<file path="src/design/tir_pkg.sv">
// Shared types and constants for the timed ID recycler.
// Holds command and status codes and the controller/datapath interface structs.
// No dependencies.
package tir_pkg;

    localparam int POOL_DEPTH_DEF = 16;
    localparam int ID_BITS_DEF    = 32;

    localparam logic [15:0] DELAY_RESET = 16'd1000;

    // Command codes on the command port
    localparam logic [1:0] CMD_GAIN    = 2'd0;
    localparam logic [1:0] CMD_RECYCLE = 2'd1;
    localparam logic [1:0] CMD_TICK    = 2'd2;

    // Result status codes
    localparam logic [1:0] ST_OK        = 2'd0;
    localparam logic [1:0] ST_FULL      = 2'd1;
    localparam logic [1:0] ST_NONNEG    = 2'd2;
    localparam logic [1:0] ST_EXHAUSTED = 2'd3;

    // Kind of result the controller asks the datapath to register
    typedef enum logic [1:0] {
        RES_GAIN,
        RES_OK,
        RES_NONNEG,
        RES_FULL
    } tir_res_t;

    typedef struct packed {
        logic     load;        // latch the input beat, restart the scan
        logic     rd_head;     // read the head entry
        logic     scan_issue;  // read the entry at the scan index, advance
        logic     match_wr;    // clear the age of the matching entry
        logic     age_wr;      // age the entry returned by the scan
        logic     append;      // append the latched ID at the tail
        logic     fin;         // register a result beat
        tir_res_t res;
    } tir_cmd_t;

    typedef struct packed {
        logic id_neg;  // incoming ID is negative
        logic more;    // scan index below the fill count
        logic pend;    // scan read data valid this cycle
        logic hit;     // scan read data matches the latched ID
        logic full;    // FIFO holds POOL_DEPTH entries
    } tir_stat_t;

endpackage

</file>
<file path="src/design/tir_ctrl.sv">
// Controller of the timed ID recycler: sequences gain, recycle scan and tick scan.
// Depends on tir_pkg for the command/status structs and codes.
module tir_ctrl (
    input  logic                clk,
    input  logic                rst_n,
    input  logic                start,
    input  logic [1:0]          command,
    input  tir_pkg::tir_stat_t  stat,
    output tir_pkg::tir_cmd_t   cmd,
    output logic                busy
);
    import tir_pkg::*;

    typedef enum logic [2:0] {
        S_IDLE,
        S_GAIN_RD,
        S_GAIN_FIN,
        S_REC_SCAN,
        S_TICK_SCAN
    } state_t;

    state_t state_reg, state_next;

    assign busy = (state_reg != S_IDLE);

    always_comb
    begin
        state_next = state_reg;
        cmd        = '0;
        cmd.res    = RES_OK;
        case (state_reg)
            S_IDLE:
            begin
                if (start)
                begin
                    cmd.load = 1'b1;
                    case (command)
                        CMD_GAIN:    state_next = S_GAIN_RD;
                        CMD_RECYCLE:
                        begin
                            if (stat.id_neg)
                            begin
                                state_next = S_REC_SCAN;
                            end
                            else
                            begin
                                cmd.fin = 1'b1;
                                cmd.res = RES_NONNEG;
                            end
                        end
                        CMD_TICK:    state_next = S_TICK_SCAN;
                        default:     cmd.fin = 1'b1;
                    endcase
                end
            end
            S_GAIN_RD:
            begin
                cmd.rd_head = 1'b1;
                state_next  = S_GAIN_FIN;
            end
            S_GAIN_FIN:
            begin
                cmd.fin    = 1'b1;
                cmd.res    = RES_GAIN;
                state_next = S_IDLE;
            end
            S_REC_SCAN:
            begin
                if (stat.hit)
                begin
                    // already queued: restart its quarantine
                    cmd.match_wr = 1'b1;
                    cmd.fin      = 1'b1;
                    state_next   = S_IDLE;
                end
                else if (stat.more)
                begin
                    cmd.scan_issue = 1'b1;
                end
                else if (!stat.pend)
                begin
                    cmd.fin = 1'b1;
                    if (stat.full)
                    begin
                        cmd.res = RES_FULL;
                    end
                    else
                    begin
                        cmd.append = 1'b1;
                    end
                    state_next = S_IDLE;
                end
            end
            S_TICK_SCAN:
            begin
                cmd.age_wr = 1'b1;
                if (stat.more)
                begin
                    cmd.scan_issue = 1'b1;
                end
                else if (!stat.pend)
                begin
                    cmd.fin    = 1'b1;
                    state_next = S_IDLE;
                end
            end
            default: state_next = S_IDLE;
        endcase
    end

    always_ff @(posedge clk or negedge rst_n)
    begin
        if (!rst_n)
        begin
            state_reg <= S_IDLE;
        end
        else
        begin
            state_reg <= state_next;
        end
    end

endmodule

</file>
<file path="src/design/tir_dpath.sv">
// Datapath of the timed ID recycler: ID and age memories, FIFO pointers,
// fresh counter, reuse delay register and result registers. Depends on tir_pkg.
module tir_dpath #(
    parameter int POOL_DEPTH = tir_pkg::POOL_DEPTH_DEF,
    parameter int ID_BITS    = tir_pkg::ID_BITS_DEF
) (
    input  logic                clk,
    input  logic                rst_n,
    input  logic [31:0]         id_in,
    input  logic [15:0]         delta_time,
    input  logic                cfg_wr_en,
    input  logic [15:0]         cfg_wr_data,
    input  tir_pkg::tir_cmd_t   cmd,
    output tir_pkg::tir_stat_t  stat,
    output logic                done,
    output logic [31:0]         id_out,
    output logic                from_pool,
    output logic [1:0]          status
);
    import tir_pkg::*;

    localparam int AW = $clog2(POOL_DEPTH);
    localparam int CW = $clog2(POOL_DEPTH + 1);
    localparam logic [CW-1:0] DEPTH_C   = CW'(POOL_DEPTH);
    localparam logic [AW-1:0] LAST_SLOT = AW'(POOL_DEPTH - 1);
    localparam logic signed [ID_BITS-1:0] FRESH_MIN = {1'b1, {(ID_BITS - 1){1'b0}}};

    // (base + off) mod POOL_DEPTH with base < POOL_DEPTH and off <= POOL_DEPTH
    function automatic logic [AW-1:0] slot_of(input logic [AW-1:0] base,
                                              input logic [CW-1:0] off);
        logic [CW:0] sum;
        sum = (CW + 1)'(base) + (CW + 1)'(off);
        if (sum >= (CW + 1)'(POOL_DEPTH))
        begin
            sum = sum - (CW + 1)'(POOL_DEPTH);
        end
        return sum[AW-1:0];
    endfunction

    logic [31:0] ids_mem  [POOL_DEPTH];
    logic [15:0] ages_mem [POOL_DEPTH];

    logic [15:0]               delay_reg;
    logic [AW-1:0]             head_reg, head_next;
    logic [CW-1:0]             count_reg, count_next;
    logic signed [ID_BITS-1:0] fresh_reg, fresh_next;
    logic [CW-1:0]             idx_reg, idx_next;
    logic                      pend_reg, pend_next;
    logic [AW-1:0]             pipe_slot_reg;
    logic [31:0]               id_reg;
    logic [15:0]               dt_reg;
    logic [31:0]               rd_id_reg;
    logic [15:0]               rd_age_reg;
    logic                      done_reg;
    logic [31:0]               id_out_reg, id_out_next;
    logic                      from_pool_reg, from_pool_next;
    logic [1:0]                status_reg, status_next;

    logic          rd_en;
    logic [AW-1:0] rd_addr;
    logic [AW-1:0] scan_slot;
    logic [AW-1:0] tail_slot;
    logic          age_we;
    logic [AW-1:0] age_waddr;
    logic [15:0]   age_wdata;
    logic [16:0]   age_sum;
    logic [15:0]   age_sat;
    logic          age_young;
    logic          reuse;

    assign scan_slot = slot_of(head_reg, idx_reg);
    assign tail_slot = slot_of(head_reg, count_reg);
    assign rd_en     = cmd.rd_head | cmd.scan_issue;
    assign rd_addr   = cmd.rd_head ? head_reg : scan_slot;

    assign stat.id_neg = id_in[31];
    assign stat.more   = (idx_reg < count_reg);
    assign stat.pend   = pend_reg;
    assign stat.hit    = pend_reg && (rd_id_reg == id_reg);
    assign stat.full   = (count_reg == DEPTH_C);

    assign age_sum   = {1'b0, rd_age_reg} + {1'b0, dt_reg};
    assign age_sat   = age_sum[16] ? 16'hFFFF : age_sum[15:0];
    assign age_young = (rd_age_reg <= delay_reg);
    assign reuse     = (count_reg != '0) && (rd_age_reg > delay_reg);

    always_comb
    begin
        age_we    = 1'b0;
        age_waddr = pipe_slot_reg;
        age_wdata = '0;
        if (cmd.append)
        begin
            age_we    = 1'b1;
            age_waddr = tail_slot;
        end
        else if (cmd.match_wr)
        begin
            age_we = 1'b1;
        end
        else if (cmd.age_wr && pend_reg && age_young)
        begin
            age_we    = 1'b1;
            age_wdata = age_sat;
        end
    end

    always_comb
    begin
        head_next      = head_reg;
        count_next     = count_reg;
        fresh_next     = fresh_reg;
        idx_next       = idx_reg;
        pend_next      = cmd.scan_issue;
        id_out_next    = id_out_reg;
        from_pool_next = from_pool_reg;
        status_next    = status_reg;

        if (cmd.load)
        begin
            idx_next = '0;
        end
        else if (cmd.scan_issue)
        begin
            idx_next = idx_reg + 1'b1;
        end

        if (cmd.append)
        begin
            count_next = count_reg + 1'b1;
        end

        if (cmd.fin)
        begin
            id_out_next    = '0;
            from_pool_next = 1'b0;
            status_next    = ST_OK;
            case (cmd.res)
                RES_GAIN:
                begin
                    if (reuse)
                    begin
                        id_out_next    = rd_id_reg;
                        from_pool_next = 1'b1;
                        head_next      = (head_reg == LAST_SLOT) ? '0 : head_reg + 1'b1;
                        count_next     = count_reg - 1'b1;
                    end
                    else if (fresh_reg == FRESH_MIN)
                    begin
                        status_next = ST_EXHAUSTED;
                    end
                    else
                    begin
                        id_out_next = 32'(fresh_reg);
                        fresh_next  = fresh_reg - 1'b1;
                    end
                end
                RES_NONNEG: status_next = ST_NONNEG;
                RES_FULL:   status_next = ST_FULL;
                default:    status_next = ST_OK;
            endcase
        end
    end

    always_ff @(posedge clk or negedge rst_n)
    begin
        if (!rst_n)
        begin
            delay_reg <= DELAY_RESET;
            head_reg  <= '0;
            count_reg <= '0;
            fresh_reg <= '1;
            idx_reg   <= '0;
            pend_reg  <= 1'b0;
            done_reg  <= 1'b0;
        end
        else
        begin
            if (cfg_wr_en)
            begin
                delay_reg <= cfg_wr_data;
            end
            head_reg  <= head_next;
            count_reg <= count_next;
            fresh_reg <= fresh_next;
            idx_reg   <= idx_next;
            pend_reg  <= pend_next;
            done_reg  <= cmd.fin;
        end
    end

    always_ff @(posedge clk)
    begin
        if (cmd.load)
        begin
            id_reg <= id_in;
            dt_reg <= delta_time;
        end
        if (cmd.scan_issue)
        begin
            pipe_slot_reg <= scan_slot;
        end
        id_out_reg    <= id_out_next;
        from_pool_reg <= from_pool_next;
        status_reg    <= status_next;
    end

    // ID and age memories: one write port each, one registered read port
    always_ff @(posedge clk)
    begin
        if (cmd.append)
        begin
            ids_mem[tail_slot] <= id_reg;
        end
        if (age_we)
        begin
            ages_mem[age_waddr] <= age_wdata;
        end
        if (rd_en)
        begin
            rd_id_reg  <= ids_mem[rd_addr];
            rd_age_reg <= ages_mem[rd_addr];
        end
    end

    assign done      = done_reg;
    assign id_out    = id_out_reg;
    assign from_pool = from_pool_reg;
    assign status    = status_reg;

`ifndef ASSERT_OFF
    a_count_bound: assert property (@(posedge clk) disable iff (!rst_n)
        count_reg <= DEPTH_C)
        else $error("fill count beyond pool depth");

    a_append_room: assert property (@(posedge clk) disable iff (!rst_n)
        cmd.append |-> (count_reg < DEPTH_C))
        else $error("append into a full pool");

    a_pend_issue: assert property (@(posedge clk) disable iff (!rst_n)
        pend_reg |-> $past(cmd.scan_issue))
        else $error("scan data valid without a read");

    a_reuse_pop: assert property (@(posedge clk) disable iff (!rst_n)
        (done_reg && from_pool_reg) |-> (count_reg + 1'b1 == $past(count_reg)))
        else $error("pool grant did not pop the head");
`endif

endmodule

</file>
<file path="src/design/timed_id_recycler_core.sv">
// Top level of the timed ID recycler: controller plus datapath.
// Depends on tir_pkg, tir_ctrl and tir_dpath.
//
// Usage:
//   Command channel: drive command, id_in and delta_time with start high; the
//   beat is taken at a rising edge where start is high and busy is low.
//   Result channel: done pulses for one cycle with id_out, from_pool and status;
//   the receiver cannot stall and must take the beat in that cycle.
//   Configuration: cfg_wr_en with cfg_wr_data writes reuse_delay at the edge;
//   write only while the block is idle.
// Sequencing and throughput:
//   gain steps through a head read, a decision and the result register.
//   recycle of a negative ID and tick walk the FIFO one entry per cycle through
//   the single memory read port, stopping early when a recycle finds its ID.
//   Other commands are answered from the idle state. One command is in flight
//   at a time; the next beat can be taken at the edge that takes the result.
// Reset:
//   asynchronous, clears the FIFO pointers, sets the fresh counter to -1 and
//   reuse_delay to 1000. Memory contents are not cleared; only written entries
//   ever affect a result.
module timed_id_recycler_core #(
    parameter int POOL_DEPTH = tir_pkg::POOL_DEPTH_DEF,
    parameter int ID_BITS    = tir_pkg::ID_BITS_DEF
) (
    input  logic        clk,
    input  logic        rst_n,
    input  logic        start,
    output logic        busy,
    input  logic [1:0]  command,
    input  logic [31:0] id_in,
    input  logic [15:0] delta_time,
    input  logic        cfg_wr_en,
    input  logic [15:0] cfg_wr_data,
    output logic        done,
    output logic [31:0] id_out,
    output logic        from_pool,
    output logic [1:0]  status
);
    import tir_pkg::*;

    tir_cmd_t  cmd;
    tir_stat_t stat;

    tir_ctrl u_ctrl (
        .clk     (clk),
        .rst_n   (rst_n),
        .start   (start),
        .command (command),
        .stat    (stat),
        .cmd     (cmd),
        .busy    (busy)
    );

    tir_dpath #(
        .POOL_DEPTH (POOL_DEPTH),
        .ID_BITS    (ID_BITS)
    ) u_dpath (
        .clk         (clk),
        .rst_n       (rst_n),
        .id_in       (id_in),
        .delta_time  (delta_time),
        .cfg_wr_en   (cfg_wr_en),
        .cfg_wr_data (cfg_wr_data),
        .cmd         (cmd),
        .stat        (stat),
        .done        (done),
        .id_out      (id_out),
        .from_pool   (from_pool),
        .status      (status)
    );

endmodule
</file>
<file path="config.mk">
export PLATFORM = sky130hd
export DESIGN_NAME = timed_id_recycler_core
export DESIGN_NICKNAME = d
export VERILOG_FILES = /design/src/design/tir_pkg.sv /design/src/design/tir_ctrl.sv /design/src/design/tir_dpath.sv /design/src/design/timed_id_recycler_core.sv
export SDC_FILE = /design/constraint.sdc
export NUM_CORES = 1
export LEC_CHECK = 0
export ABC_AREA = 1
export BUFFER_PORTS_ARGS = -buffer_cell sky130_fd_sc_hd__buf_2
export CORE_UTILIZATION = 35
export CTS_CLUSTER_SIZE = 25
export DETAILED_ROUTE_END_ITERATION = 10
export GPL_ROUTABILITY_DRIVEN = 1
export SYNTH_ARGS = -nofsm -noshare
export SYNTH_HDL_FRONTEND = slang
export SYNTH_SLANG_ARGS = --single-unit
</file>
<file path="constraint.sdc">
create_clock -name clk -period 6.2 [get_ports clk]
set_input_delay 0.31 -clock clk [delete_from_list [all_inputs] [get_ports clk]]
set_output_delay 0.31 -clock clk [all_outputs]
set_load 0.05 [all_outputs]
</file>
==> impl_metrics.ini, run 1 <==
[die]
dieHeight_um = 345
core_um2 = 116000
top_level_ports = 107
initial_utilization = 0.354
num_rows = 125
dieArea_um2 = 119000
die_w_um = 345

[critical_path]
path_delay_family = simple AND/OR/NAND/NOR gates
r2r-end = u_dpath.ids_mem[4][17]$_DFFE_PP_
cp_slowest_cell = nor2_4
crit_arrival_ns = 4.35
crit_type = reg2reg
path_max_fanout = 19
crit_required_ns = 6.55
startpoint = u_dpath.count_reg[2]$_DFF_PN0_
timing.rr.start = u_dpath.count_reg[2]$_DFF_PN0_
cpPeakStageDelay_ns = 0.88
path_cells = inv_1 -> ha_1 -> nand2_1 -> nor2_1 -> o21ai_0 -> nand3_1 -> nand3b_2 -> inv_1 -> nand3_1 -> nor2_4 -> buf_4
r2r_slack_ns = 2.20
critPathBufInv = 3
ff2ff_path_depth = 11
end_kind = flip-flop
cp-start-kind = flip-flop

[grt]
grt.total_usage = 0.175
grt_max_degree = 204
grt_pass1_vias = 25000
antenna_found_initial = 1
grt_pass1_wl_um = 157000
gr-total-overflow = 0

[route]
vias = 26500
antenna_left = 0
wl_um = 105000
first_iter_violations = 2519
wire_per_inst_um = 20.3
drcViolationCount = 0
viasPerCell = 5.12
drtPass1Iterations = 6

[clocking]
numCtsBuffers = 97
cts_setup_buffers = 0
cts.sinks = 970
clkTransAtPathRegs_ns = 0.06
cts-htree-levels = 3
clockBufferDepth = 3
cts_tree = yes
root_buffer = clkbuf_16
clk_latency_ns = 0.69

[min_path]
hold_path_end = u_dpath.delay_reg[3]$_DFFE_PN1P_
min_path_cells = 3
hold_path_startpoint = cfg_wr_en
hold_path_class = in2reg

[yosys]
synth_async_sr_flop_share = 0.0691
syn_inst = 3444
synth.largest_area_cell = edfxtp_1
synth.avg_cell_area_um2 = 11.9
synth.distinct_cells = 50
ys_ff_latch = 970
synth_edf_count = 903
syn-num-nets = 3570
synth_ff_type = edfxtp_1
ys_warn_count = 0
netlist_area_um2 = 41200
yosysTopAreaCellShare = 0.659
ys_top_cells_by_area = edfxtp_1 66%, nor2_1 6.0%, o21ai_0 4.5%
seq_area_frac_synth = 0.701

[timing]
tightest_slew_ns = 1.24
fin_skew_ns = 0.0524
period_minus_slack_ns = 4.00
setup_violations = 0
rsz0062_at_grt = no
fin_tns_setup_ns = 0
relSlewSlack = 0.175
drv_slew = 0
fmax_mhz = 250
min_period_over_period = 0.645
hold_viol = 0

[place]
gp_congestion = 0.866
hpwl_um = 60500
io_buffers = 106

[power]
internal-power_w = 0.0139
p_leak_nw = 16.4
ir_worst_vdd_mv = 0.619
swShare = 0.396
clockPowerShare = 0.255
combPwrFrac = 0.364
powerDensity_nw_per_um2 = 488
p_seq_frac = 0.381
switching_power_w = 0.00915

[finish]
regMostFlops = u_dpath.ids_mem
area_delta_synth_final_pct = 14.8
nets = 3708
drive_gt1_frac = 0.114
nFillCells = 10800
largest_register_ffs = 512
reg_top3 = u_dpath.ids_mem: 512 flops, u_dpath.ages_mem: 256 flops
postLayoutCoreUtil = 0.406

[run_status]
status = finished clean

[run]
cap_violations = 0
## timing repair
item                                   in CTS  in global routing
endpoints found under the hold margin      93                  0
gates resized for setup                     0                  0
hold buffers                               65                  0
## worst reg2reg max path, cell delays in order, from the launching register on
cell	delay [ns]
dfrtp_1	0.51
inv_1	0.11
ha_1	0.31
nand2_1	0.06
nor2_1	0.09
o21ai_0	0.08
nand3_1	0.17
nand3b_2	0.35
inv_1	0.31
nand3_1	0.39
nor2_4	0.88
buf_4	0.41
## cells by family (layout without fill, tap and decap cells)
logic type / count (synthesis) / in the layout / synth area share
AOI/OAI and AO/OA: 708 / 708 / 0.101
xor gates and xnor gates: 77 / 77 / 0.0164
adders and majority gates: 56 / 56 / 0.0176
buffers and inverters: 319 / 536 / 0.0335
DFF: 970 / 970 / 0.701
muxes: 1 / 1 / 0.000274
other: 0 / 2 / 0
and+or+nand+nor: 1313 / 1313 / 0.130
## per-layer routing
metal | vias up | wire, um | global-route usage
li1 | 12600 | - | -
met1 | 13000 | 47700 | 0.251
met2 | 832 | 47700 | 0.270
met3 | 139 | 7670 | 0.0322
met4 | 0 | 2270 | 0.0473
met5 | - | 0 | 0
## layout by cell type (no fill, tap or decap), drive strengths merged, types with 38 or more instances in the layout
cell         instances
edfxtp             903
nor2               663
o21ai              421
nand2              412
o211ai             219
nand3              162
buf                152
inv                141
clkbuf             114
dlygate4sd3         65
ha                  53
xnor2               51
clkinv              46
dfstp               38
## metrics by stage
step | hold slack, ns | setup WS, ns | instances | power, W | instance area, um2
after floorplan | 0.0144 | 1.15 | 3444 | 0.0148 | 41200
after global placement | 0.465 | 2.28 | 4942 | 0.0172 | 43400
after detailed placement | 0.468 | 2.28 | 4942 | 0.0173 | 43400
after CTS | 0.0323 | 2.26 | 5185 | 0.0232 | 47300
after global routing | 0.103 | 1.92 | 5185 | 0.0245 | 47300
final | 0.0821 | 2.20 | 5187 | 0.0231 | 47300
## power groups by stage
stage,Clock [W],Combinational [W],Sequential (W)
after floorplan,0,0.00591,0.00890
after global placement,0,0.00829,0.00891
after detailed placement,0,0.00835,0.00892
after CTS,0.00600,0.00842,0.00879
after global routing,0.00623,0.00943,0.00886
final,0.00588,0.00840,0.00879
## how the worst max path moves through the flow
stage,endpoint,slack (ns),cells past startpoint
2_1_floorplan,u_dpath.from_pool$_SDFFCE_PP0P_,1.15,7
3_3_place_gp,u_dpath.ids_mem[4][30]$_DFFE_PP_,2.28,11
3_5_place_dp,u_dpath.ids_mem[4][29]$_DFFE_PP_,2.28,11
4_1_cts,u_dpath.ids_mem[4][17]$_DFFE_PP_,2.26,11
5_1_grt,u_dpath.ids_mem[4][19]$_DFFE_PP_,1.92,11
6_report,u_dpath.ids_mem[4][17]$_DFFE_PP_,2.20,11
## synthesized netlist by cell type (2+ instances only)
library cell / n
nand3b_1: 3
clkbuf_1: 53
xor2_1: 26
o21bai_1: 2
a31oi_1: 7
nor2_2: 2
or2_2: 30
buf_6: 2
ha_1: 53
nor4_1: 3
clkbuf_2: 5
inv_2: 3
edfxtp_1: 903
inv_1: 136
buf_4: 9
buf_1: 8
o21ai_0: 372
fa_1: 3
buf_2: 101
o21a_1: 2
and2_1: 5
dfstp_2: 38
nand2_1: 411
nand4_1: 24
o21ai_1: 46
nor3_1: 6
a21o_1: 2
o22ai_1: 14
clkinv_1: 2
a21oi_1: 37
nand3_1: 161
o21ai_4: 2
o211ai_1: 219
dfrtp_1: 29
nor2_1: 660
xnor2_1: 51
## final cells by class
| class | count | area (um2) | area share |
|---|---|---|---|
| diodes | 2 | 5.00 | 0.000106 |
| clock buffers | 114 | 2560 | 0.0542 |
| clock inverters | 64 | 653 | 0.0138 |
| inverters | 141 | 539 | 0.0114 |
| multi-input cells | 2155 | 11200 | 0.236 |
| flip-flops and latches | 970 | 28800 | 0.610 |
| well taps | 1524 | 1910 | 0.0403 |
| repair buffers | 217 | 1590 | 0.0337 |
No activity file was read; power rests on OpenSTA's default activity.
==> run 2: changes to the inputs <==
- clock period: 6.2 -> 3.65 ns (I/O delays scaled with it)
==> run 2 against run 1 <==
Compared with the run above:
- routed wire length grew 2.4%
- utilization grew 1.1 points
- power is 73% higher
- non-clock buffer count rose by 105
- sequential power up 68%
- largest cell class unchanged
- largest power group is now combinational cells
==> impl_metrics.ini, run 2 (synthesis results as in run 1) <==
[route]
wire_per_inst_um = 20.4
dr_wl_met3_um = 7680
drtPass1Iterations = 5
drcViolationCount = 0
wl_met2_um = 49400
vias = 27100
drt-met1-wl_um = 48400
top_layer_used = met4
wl_um = 108000
antenna_left = 0
viasPerCell = 5.11
first_iter_violations = 2500

[finish]
drive_gt1_frac = 0.127
nets = 3814
mostFrequentLayoutCells = 903 x edfxtp_1, 637 x nor2_1, 411 x nand2_1
area_delta_synth_final_pct = 17.9
num_antenna_cells = 0
regMostFlops = u_dpath.ids_mem
final_common_cell = edfxtp_1
largest_register_ffs = 512
reg_top3 = u_dpath.ids_mem: 512 flops, u_dpath.ages_mem: 256 flops
fin_cells = 5294

[power]
p_leak_nw = 17.0
ir_worst_vdd_mv = 1.33
power_w = 0.0399
powerDensity_nw_per_um2 = 823

[die]
dieArea_um2 = 119000
initial_utilization = 0.354
num_rows = 125
top_level_ports = 107
dieHeight_um = 345
die_w_um = 345
core_um2 = 116000

[critical_path]
timing.rr.start = u_dpath.count_reg[3]$_DFF_PN0_
cp-start-kind = flip-flop
crit_required_ns = 3.96
cp.depth = 11
r2r-end = u_dpath.ids_mem[12][18]$_DFFE_PP_
r2r_slack_ns = 0.35
cpPeakStageDelay_ns = 0.47
path_cells = inv_1 -> ha_1 -> nand2_1 -> nor2_1 -> o21ai_0 -> nand3_1 -> nand3b_2 -> inv_1 -> nand3_1 -> nor2_4 -> buf_4
critPathBufInv = 3
end_kind = flip-flop
crit_arrival_ns = 3.62
crit_type = reg2reg
cp_slowest_cell = dfrtp_1
path_delay_family = simple AND/OR/NAND/NOR gates
critPathCapture = u_dpath.ids_mem[12][18]$_DFFE_PP_
startpoint = u_dpath.count_reg[3]$_DFF_PN0_
ff2ff_path_depth = 11
path_max_fanout = 20

[min_path]
min_path_cells = 4
hold_path_class = in2reg

[grt]
grt.total_usage = 0.180
grt_pass1_wl_um = 162000
grt_pass1_vias = 26200
gr-total-overflow = 0
grt_max_degree = 142
antenna_found_initial = 0

[timing]
setup_violations = 0
drv_slew = 0
worst_hold_slack_ns = 0.0772
fmax_mhz = 303
rsz0062_at_grt = no
tightest_slew_ns = 1.27
min_period_over_period = 0.905
period_minus_slack_ns = 3.30
fin_skew_ns = 0.0581
fin_tns_setup_ns = 0
hold_viol = 0
relSlewSlack = 0.153

[clocking]
cts_setup_buffers = 0
clk_latency_ns = 0.70
clockBufferDepth = 3
cts_tree = yes
clkTransAtPathRegs_ns = 0.06
cts-htree-levels = 3
root_buffer = clkbuf_16
cts.sinks = 970
numCtsBuffers = 98

[run]
cap_violations = 0

[place]
dp.cells = 5016
io_buffers = 106
gp_congestion = 0.875
hpwl_um = 63400

[run_status]
status = finished clean
==> run 2: changes by cell type in the layout (fill, tap and decap cells not counted), sizes merged, moves of 3 or more <==
| cell | previous run | this run |
|---|---|---|
| buf | 152 | 226 |
| dlygate4sd3 | 65 | 96 |
| clkbuf | 114 | 136 |
| clkinv | 46 | 37 |
| clkinvlp | 9 | 2 |
| bufinv | 9 | 6 |
==> run 2: layer usage <==
layer | track usage | up-vias
met1 | 0.251 | 13300
met3 | 0.0350 | 135
li1 | - | 12800
met4 | 0.0539 | 0
met5 | 0 | -
met2 | 0.284 | 816
==> run 2: what timing repair did <==
action	in CTS	in global routing
endpoints found under the hold margin	96	0
hold buffers	96	0
endpoints found under the setup margin	0	0
gates resized for setup	0	0
==> run 2: final cells by class <==
| class | count | area [um2] |
|---|---|---|
| multi-input combinational | 2155 | 11100 |
| tap | 1524 | 1910 |
| inverter | 141 | 539 |
| clock inverter | 46 | 520 |
| clock buffer | 136 | 2710 |
| timing repair buffer | 322 | 2870 |
| fill | 10900 | 67900 |
| sequential | 970 | 28800 |
==> run 2: worst min path at each step <==
stage	start	endpoint	slack (ns)
after floorplan	rst_n	u_ctrl.state_reg[0]$_DFFE_PN0P_	-0.11
after global placement	id_in[13]	u_dpath.id_reg[13]$_DFFE_PP_	0.36
after detailed placement	id_in[0]	u_dpath.id_reg[0]$_DFFE_PP_	0.36
after CTS	command[0]	u_ctrl.state_reg[1]$_DFFE_PN0P_	0.03
after global routing	command[0]	u_ctrl.state_reg[1]$_DFFE_PN0P_	0.06
final	command[0]	u_ctrl.state_reg[1]$_DFFE_PN0P_	0.08
==> run 2: worst reg2reg max path, delay by kind of cell (launching register included) <==
kind / cells / cell delay [ns]
flip-flops: 1 / 0.47
AND/OR/NAND/NOR: 6 / 1.25
buffers and inverters: 3 / 0.78
adder cells (fa/ha/maj): 1 / 0.31
AO/OA/AOI/OAI: 1 / 0.09
==> run 2: through the flow <==
stage / util / area, um2 / worst slack [ns]
after floorplan: - / 41200 / 0.101
after global placement: 0.381 / 44300 / 0.461
after detailed placement: 0.381 / 44300 / 0.419
after CTS: 0.417 / 48500 / 0.368
after global routing: 0.417 / 48500 / 0.115
final: 0.417 / 48500 / 0.346
==> run 2: where the power goes <==
part / switching (W) / leakage, nW / internal [W]
registers: 0.000992 / 9.02 / 0.0138
logic: 0.0105 / 6.39 / 0.00468
clock network: 0.00431 / 1.57 / 0.00567
total: 0.0158 / 17.0 / 0.0241
